[src/rtl/core/bu2x_pkg.sv]
// ============================================================================
// bu2x_pkg
// Shared constants, types and helper functions for the 2x bilinear upscaler.
// ============================================================================
package bu2x_pkg;

    // Source image limits
    localparam int MAX_SRC_WIDTH  = 32;
    localparam int MAX_SRC_HEIGHT = 32;
    localparam int STORE_DEPTH    = MAX_SRC_WIDTH * MAX_SRC_HEIGHT;

    // Field widths fixed by the interface
    localparam int CFG_W    = 6;    // active_width / active_height registers
    localparam int CFG_IDX_W = 1;   // two registers
    localparam int PIX_W    = 8;
    localparam int COORD_W  = 6;    // out_row / out_col
    localparam int VALUE_W  = 10;   // result, quarter units

    // Derived widths
    localparam int ADDR_W  = $clog2(STORE_DEPTH);
    localparam int ROW_W   = $clog2(MAX_SRC_HEIGHT);
    localparam int COL_W   = $clog2(MAX_SRC_WIDTH);
    localparam int DIM_W   = $clog2(((MAX_SRC_WIDTH > MAX_SRC_HEIGHT) ?
                                     MAX_SRC_WIDTH : MAX_SRC_HEIGHT) + 1);
    localparam int TOTAL_W = 2 * DIM_W;

    // Neighbour taps: bit 1 selects the lower row, bit 0 the right column
    localparam int NUM_TAPS = 4;
    localparam int TAP_W    = $clog2(NUM_TAPS);
    localparam logic [TAP_W-1:0] LAST_TAP = TAP_W'(NUM_TAPS - 1);

    // Codes
    localparam logic ACT_LOAD    = 1'b0;
    localparam logic ACT_COMPUTE = 1'b1;

    localparam logic [CFG_IDX_W-1:0] REG_ACTIVE_WIDTH  = 1'b0;
    localparam logic [CFG_IDX_W-1:0] REG_ACTIVE_HEIGHT = 1'b1;

    localparam logic [CFG_W-1:0] CFG_RESET = CFG_W'(32);

    typedef enum logic [1:0] {
        ST_IDLE,
        ST_READ,
        ST_DRAIN,
        ST_DONE
    } bu2x_state_t;

    typedef struct packed {
        logic             load_en;   // write incoming pixel to the store
        logic             start;     // latch coordinates, clear accumulator
        logic             rd_en;     // issue a store read for tap
        logic [TAP_W-1:0] tap;
        logic             out_load;  // move accumulator to output register
    } bu2x_cmd_t;

    typedef struct packed {
        logic out_free;              // output register can take a result
    } bu2x_stat_t;

    // Register value to effective size: 0 acts as 1, large values saturate
    function automatic logic [DIM_W-1:0] clamp_dim(input logic [CFG_W-1:0] v,
                                                   input int maxv);
        logic [DIM_W-1:0] r;
        if (v == '0)
            r = DIM_W'(1);
        else if (int'(v) > maxv)
            r = DIM_W'(maxv);
        else
            r = DIM_W'(v);
        return r;
    endfunction

    // Source index saturated at size-1; also applied to the following neighbour
    function automatic int clamp_idx(input int idx, input logic [DIM_W-1:0] size);
        int lim;
        lim = int'(size) - 1;
        return (idx > lim) ? lim : idx;
    endfunction

endpackage

[src/rtl/core/bu2x_ctrl.sv]
// ============================================================================
// bu2x_ctrl
// Sequencer: accepts transactions, steps the four neighbour reads, hands off.
// ============================================================================
module bu2x_ctrl (
    input  logic                   clk,
    input  logic                   rst_n,
    input  logic                   s_tvalid,
    output logic                   s_tready,
    input  logic                   action,
    input  bu2x_pkg::bu2x_stat_t   stat,
    output bu2x_pkg::bu2x_cmd_t    cmd
);
    import bu2x_pkg::*;

    bu2x_state_t      state_reg, state_next;
    logic [TAP_W-1:0] tap_reg, tap_next;

    always_ff @(posedge clk or negedge rst_n)
    begin
        if (!rst_n)
        begin
            state_reg <= ST_IDLE;
            tap_reg   <= '0;
        end
        else
        begin
            state_reg <= state_next;
            tap_reg   <= tap_next;
        end
    end

    // next state
    always_comb
    begin
        state_next = state_reg;
        tap_next   = '0;
        unique case (state_reg)
            ST_IDLE:
            begin
                if (s_tvalid && action == ACT_COMPUTE)
                    state_next = ST_READ;
            end
            ST_READ:
            begin
                tap_next = tap_reg + TAP_W'(1);
                if (tap_reg == LAST_TAP)
                    state_next = ST_DRAIN;
            end
            ST_DRAIN:
            begin
                state_next = ST_DONE;
            end
            ST_DONE:
            begin
                if (stat.out_free)
                    state_next = ST_IDLE;
            end
            default:
            begin
                state_next = ST_IDLE;
            end
        endcase
    end

    // outputs
    always_comb
    begin
        s_tready     = 1'b0;
        cmd.load_en  = 1'b0;
        cmd.start    = 1'b0;
        cmd.rd_en    = 1'b0;
        cmd.tap      = tap_reg;
        cmd.out_load = 1'b0;
        unique case (state_reg)
            ST_IDLE:
            begin
                s_tready    = 1'b1;
                cmd.load_en = s_tvalid && action == ACT_LOAD;
                cmd.start   = s_tvalid && action == ACT_COMPUTE;
            end
            ST_READ:
            begin
                cmd.rd_en = 1'b1;
            end
            ST_DRAIN:
            begin
                cmd.rd_en = 1'b0;
            end
            ST_DONE:
            begin
                cmd.out_load = stat.out_free;
            end
            default:
            begin
                s_tready = 1'b0;
            end
        endcase
    end

endmodule

[config.mk]
export PLATFORM = sky130hd
export DESIGN_NAME = bu2x_ctrl
export DESIGN_NICKNAME = d
export VERILOG_FILES = /design/src/rtl/core/bu2x_pkg.sv /design/src/rtl/core/bu2x_ctrl.sv
export SDC_FILE = /design/constraint.sdc
export NUM_CORES = 1
export LEC_CHECK = 0
export BUFFER_PORTS_ARGS = -buffer_cell sky130_fd_sc_hd__buf_2
export CAP_MARGIN = 0
export CORE_AREA = 2 2 39 41
export CTS_BUF_LIST = sky130_fd_sc_hd__clkbuf_4
export DETAILED_ROUTE_END_ITERATION = 7
export DIE_AREA = 0 0 41 43
export SLEW_MARGIN = 20
export SYNTH_ARGS = -nofsm -noshare
export SYNTH_HDL_FRONTEND = slang
export SYNTH_SLANG_ARGS = --single-unit
[constraint.sdc]
create_clock -name clk -period 1.78 [get_ports clk]
set_input_delay 0 -clock clk [delete_from_list [all_inputs] [get_ports clk]]
set_output_delay 0 -clock clk [all_outputs]
set_load 0.03 [all_outputs]
[Word-level counts from Yosys, hierarchy flattened]
Cells that the tools add are included.
Cells by class
  bitwise gates (word level): 1
  shift operators: 0
  equal/unequal tests: 7
  $mul: 0
  multiplexer cells: 9
  divide/modulo/power cells: 0
  add/subtract/negate cells: 1
  reductions and logical operators: 4
  $lt $le $gt $ge: 0
Operator list (count)
  2-bit 2-to-1 mux: 5
  2-bit one-hot mux with 4 select lines: 1
  2-bit == test, second input constant: 3
  2-bit inequality test, second input constant: 3
  1-bit 2-to-1 mux: 3
  3-bit AND reduction: 1
  2-bit by 1-bit adder with 2-bit output, second input constant: 1
  2-bit by 1-bit == test with 1-bit output, second input constant: 1
  1-bit logical AND: 2
  2-bit logical NOT: 1
  1-bit inverter: 1
Word-level totals
  bits in registers: 4
  memory bits (read-only): 0
  bits in latches: 0
  RAM bits: 0
  memories kept: 0
  logic and storage cells: 24
  output and inout port bits: 7
  input port bits: 5

[Longest topological paths before layout]
Gate-level depths: netlist of the first run.
  word-level depth: 3
  depth in mapped cells: 4
  gate-level depth less buffers: 4

[Least setup slack after synthesis of the first run]
No wires, ideal clock.
  kind: register to register
  start: register state_reg[1]
  end: register state_reg[1]
  buffers on the path: 0
  data arrival time: 1.559 ns
  clock period less this slack: 1.687 ns
  data required time: 1.653 ns
  stages on the path, launching flop included: 5
  slack: 0.093 ns
  library setup time: 0.127 ns
  cells stage by stage: dfrtp_1 inv_1 ha_1 a222oi_1 mux2_1
On the way
  word-level cells in the longest chain between the ends: 3
  elaborated cells between the ends (all ways): 9
  those cells by class: eq/ne: 6; mux: 1; reduce/logical: 2
Ends and longest elaborated chain
  start, declared: line bu2x_ctrl.sv:16  | bu2x_state_t state_reg, state_next;
  start signal, assigned: line bu2x_ctrl.sv:28  | state_reg <= state_next;
  2-bit by 1-bit == test with 1-bit output, or another cell as far along: line bu2x_ctrl.sv:38  | unique case (state_reg)
  2-bit inequality test (no line)
  3-bit AND reduction (no line)
Several ways; a longest one is shown, not always the timed one.
A chain may end at the register's enable or synchronous reset.

[Worst setup path after layout of the first run]
Same ends and word-level chain as after synthesis.

==> results of run 1 <==
## worst register-to-register path: cells and delay by family, from the launching register on
kind            cells  cell delay, ns
flops               1            0.37
fa+ha+maj           1            0.22
mux                 1            0.37
compound gates      1            0.43
buf+inv             1            0.09
## cell usage in the layout, fill, tap and decap left out, types with 2 or more instances in the layout
cell type,instances
nor2_1,2
inv_1,4
ha_1,6
nand2_1,2
buf_2,11
clkbuf_4,3
and2_1,2
dfrtp_1,4
## worst min path at each step
| stage | start | end |
|---|---|---|
| after CTS | rst_n | tap_reg[1] |
| after global placement | rst_n | state_reg[0] |
| after floorplan | rst_n | state_reg[0] |
| final | rst_n | tap_reg[1] |
| after detailed placement | rst_n | state_reg[1] |
| after global routing | rst_n | tap_reg[1] |
## kinds of logic (layout without fill, tap and decap cells)
| kind of cell | Yosys count | after routing | share of synthesized area |
|---|---|---|---|
| and+or+nand+nor | 8 | 8 | 0.153 |
| adders and majority gates | 6 | 6 | 0.287 |
| DFF | 4 | 4 | 0.383 |
| buffers and inverters | 4 | 20 | 0.0574 |
| muxes | 2 | 2 | 0.0813 |
| AOI/OAI and AO/OA | 1 | 1 | 0.0383 |
## layout make-up
class	instances	share of cell area
Clock buffer	3	0.0598
Inverter	4	0.0399
Multi-Input combinational cell	17	0.389
Sequential cell	4	0.266
Tap cell	16	0.0532
Timing Repair Buffer	13	0.193
## per-layer routing
metal / up-vias / GRT usage / part of all wire / wire length, um
met1: 95 / 0.0647 / 0.46 / 214
met5: - / 0 / 0 / 0
met3: 0 / 0.0785 / 0.087 / 40
li1: 114 / - / - / -
met4: 0 / 0.0400 / 0 / 0
met2: 8 / 0.0844 / 0.45 / 207
## where the power goes
part | switching [mW] | internal, mW | leakage [nW]
clock | 0.0371 | 0.0754 | 0.0138
sequential | 0.0318 | 0.135 | 0.0504
combinational | 0.237 | 0.161 | 0.160
total | 0.306 | 0.371 | 0.225
## through the flow
step	worst slack, ns	std cells
after floorplan	0.0934	25
after global placement	0.144	52
after detailed placement	0.106	52
after CTS	0.101	56
after global routing	0.0612	57
final	0.184	57
## synthesized netlist by cell type (all sizes together)
cell type,number
ha,6
mux2i,1
and2,2
mux2,1
and3,1
nor2,2
nand2,2
a222oi,1
nor2b,1
dfrtp,4
inv,4
## timing repair
item	4_1_cts	5_1_grt
hold buffers	1	0
endpoints found under the hold margin	4	0
setup endpoints to repair	0	1
setup buffers	0	1
==> flow_summary.toml, run 1 <==
[status]
status = "complete, no violations"

[clock_network]
cts_tree = "built"
ctsLongestPathBuffers = 2
numCtsBuffers = 3
cts-resized-gates = 0
clk_pin_slew_ns = 0.04
cts_root_buf = "clkbuf_4"
clock-sinks = 4
insertion_delay_ns = 0.23
cts_max_level = 1

[critical_path]
crit_start = "state_reg[1]"
endpoint = "state_reg[1]"
crit_required_ns = 1.89
regToRegSetupSlack_ns = 0.18
startpoint_type = "register"
cp_top_family = "compound AO/OA/AOI/OAI gates"
crit_buf_inv = 1
end_kind = "register"
reg2regPathDepth = 4
slowest_stage = "a222oi_1"
max_stage_delay_ns = 0.43
arrival_ns = 1.71
path_cells = "inv_1 -> ha_1 -> a222oi_1 -> mux2_1"
timing.rr.end = "state_reg[1]"
worstSetupPathType = "register to register"
timing.rr.start = "state_reg[1]"
path_depth = 4
cp_max_fo = 4

[sta]
relSlewSlack = 0.745
setup_viol = 0
max_freq_mhz = 627
tightest_slew_ns = 0.382
fin_skew_ns = 0.00126
setup_tns_ns = 0
rsz0062_at_grt = "no"
hold_viol = 0
finalCriticalPeriod_ns = 1.60
holdWs_ns = 0.0974
finalCritPeriodShare = 0.896
finalMaxSlewViolations = 0

[placed_design]
place_area_sq_um = 337
numPortBuffers = 11
dp_hpwl_um = 373
gp_congestion = 0.682

[synthesis]
synth-seq-area-share = 0.383
synth_area_leader_cell = "dfrtp_1"
synth_area_leaders = "dfrtp_1 38%, ha_1 29%, inv_1 5.7%"
syn_nets = 36
netlist_area_sq_um = 262
synth_area_per_cell_sq_um = 10.5
ys_ff_latch = 4
netlist_instances = 25
yosys_warnings = 0
synth.distinct_cells = 11
netlist.area_leader.share = 0.383

[worst_hold_path]
min_path_type = "input pin to asynchronous set/reset pin"

[global_route]
grt.total_usage = 0.0684
grt_pass1_wl_um = 724
grt_max_degree = 5
grt_overflow_total = 0
antenna_found_initial = 0
first_global_vias = 195

[final_layout]
antenna_cells = 0
multiInputGateArea_sq_um = 146
final_net_count = 54
postLayoutCoreUtil = 0.272
final_area_sq_um = 377
drive_above_1_share = 0.366
nFillCells = 144
seqCellArea_sq_um = 100
areaGrowthSynthToFinish_pct = 44.0

[flow_run]
drv_cap = 0

[detailed_routing]
vias_per_cell = 3.81
vias = 217
route.detailed.drc = 0
routedWlPerCell_um = 8.11
drt_wl_total_um = 462
postRouteAntennaNets = 0
first_pass_iters = 4
drtIter0Drc = 7

[die]
fp.dieH_um = 43
die-area_sq_mm = 0.00176
core-area_sq_mm = 0.00138
pin_count = 12
fp.dieW_um = 41
start_util = 0.189
fp-row-count = 14

[power]
finalPower_mw = 0.677
power_density_mw_per_mm2 = 1800
vdd_drop_max_v = 0.000581
p_leak_nw = 0.225
(Power assumes the default switching activity.)
==> run 2: changes to the inputs <==
HOLD_SLACK_MARGIN = 0.1   (was not set)
==> run 2 against run 1 <==
Effect of this change: sequential cell count is the same; routed wire length shrank 0.43%; sequential power is essentially flat; critical endpoint unchanged.
==> flow_summary.toml, run 2 (synthesis gave the netlist of run 1 again) <==
[clock_network]
cts-resized-gates = 0
numCtsBuffers = 3
cts_tree = "built"
cts_root_buf = "clkbuf_4"
clk_pin_slew_ns = 0.04
cts_max_level = 1
clock-sinks = 4
ctsLongestPathBuffers = 2
insertion_delay_ns = 0.23

[die]
fp.dieW_um = 41
die-area_sq_mm = 0.00176
fp.dieH_um = 43
core-area_sq_mm = 0.00138
start_util = 0.189
fp-row-count = 14
pin_count = 12

[sta]
rsz0062_at_grt = "no"
max_freq_mhz = 627
hold_viol = 0
fin_skew_ns = 0.00132
relSlewSlack = 0.745
setup_tns_ns = 0
setup_viol = 0
finalMaxSlewViolations = 0
finalCritPeriodShare = 0.895
finalCriticalPeriod_ns = 1.59
tightest_slew_ns = 0.382

[final_layout]
final_area_sq_um = 387
areaGrowthSynthToFinish_pct = 47.8
postLayoutCoreUtil = 0.279
finalNonFillerCells = 58
final_common_cell = "buf_2"
final_net_count = 55
final_cell_mix = "11 x buf_2, 6 x ha_1, 4 x inv_1, 4 x dfrtp_1, 3 x clkbuf_4"
drive_above_1_share = 0.357
antenna_cells = 0

[flow_run]
drv_cap = 0

[critical_path]
crit_start = "state_reg[1]"
cp_max_fo = 4
path_cells = "inv_1 -> ha_1 -> a222oi_1 -> mux2_1"
startpoint_type = "register"
timing.rr.start = "state_reg[1]"
regToRegSetupSlack_ns = 0.19
cp_top_family = "compound AO/OA/AOI/OAI gates"
end_kind = "register"
worstSetupPathType = "register to register"
max_stage_delay_ns = 0.43
slowest_stage = "a222oi_1"
crit_required_ns = 1.89
arrival_ns = 1.70
crit_buf_inv = 1

[placed_design]
place_area_sq_um = 337
dp_hpwl_um = 373
numPortBuffers = 11
placedCellCount = 52
gp_congestion = 0.682

[detailed_routing]
route.detailed.drc = 0
postRouteAntennaNets = 0
first_pass_iters = 4
drt_wl_total_um = 460
routedWlPerCell_um = 7.93
vias = 222
drtIter0Drc = 7
vias_per_cell = 3.83

[global_route]
first_global_vias = 201
antenna_found_initial = 0
grt.total_usage = 0.0694
grt_max_degree = 5
grt_pass1_wl_um = 738
grt_overflow_total = 0

[power]
p_sw_frac = 0.451
intPower_mw = 0.372
vdd_drop_max_v = 0.000580
p_comb_frac = 0.589
power_density_mw_per_mm2 = 1750
seqPwrFrac = 0.245
p_leak_nw = 0.229
switchingPower_mw = 0.306
clockPowerShare = 0.166
finalPower_mw = 0.678

[worst_hold_path]
min_path_type = "input pin to register"
min_from = "action"

[status]
status = "complete, no violations"
run 2: changes by cell type in the layout (fill, tap and decap cells not counted):
cell,before,now
dlygate4sd3_1,1,2
run 2: area by class of cell:
| class | instances | area (sq um) |
|---|---|---|
| fill | 145 | 997 |
| multi-input combinational | 17 | 146 |
| sequential | 4 | 100 |
| timing repair buffer | 14 | 82.6 |
| clock buffer | 3 | 22.5 |
| tap | 16 | 20.0 |
| inverter | 4 | 15.0 |
run 2: repair_timing:
| action | CTS | global route |
|---|---|---|
| setup endpoints to repair | 0 | 1 |
| hold endpoints to repair | 4 | 0 |
| setup buffers | 0 | 1 |
| hold buffers | 2 | 0 |
run 2: path summary, 6_finish.rpt:
path / to / cells past startpoint
worst max-delay path: state_reg[1] / 4
worst min-delay path: state_reg[1] / 4
worst max register to register: state_reg[1] / 4
worst min register to register: tap_reg[0] / 1
max in group asynchronous: state_reg[1] / 3
min in group asynchronous: tap_reg[0] / 3
run 2: through the flow:
step / setup slack (ns) / hold slack (ns)
2_1_floorplan: 0.0934 / -0.296
3_3_place_gp: 0.144 / -0.189
3_5_place_dp: 0.106 / -0.189
4_1_cts: 0.101 / 0.212
5_1_grt: 0.0612 / 0.270
6_report: 0.186 / 0.250
run 2: worst reg2reg max path: stages (launching register included):
cell and delay, ns:
dfrtp_1 0.37, inv_1 0.09, ha_1 0.22, a222oi_1 0.43, mux2_1 0.37
run 2: power by group through the flow:
stage	Combinational [mW]	Clock, mW	Sequential [mW]
2_1_floorplan	0.254	0	0.197
3_3_place_gp	0.371	0	0.165
3_5_place_dp	0.378	0	0.169
4_1_cts	0.382	0.121	0.168
5_1_grt	0.448	0.126	0.173
6_report	0.400	0.113	0.166
run 2: routing by layer:
layer | part of all wire | GRT usage
met1 | 0.47 | 0.0680
met2 | 0.44 | 0.0844
met3 | 0.087 | 0.0785
met4 | 0 | 0.0400
met5 | 0 | 0
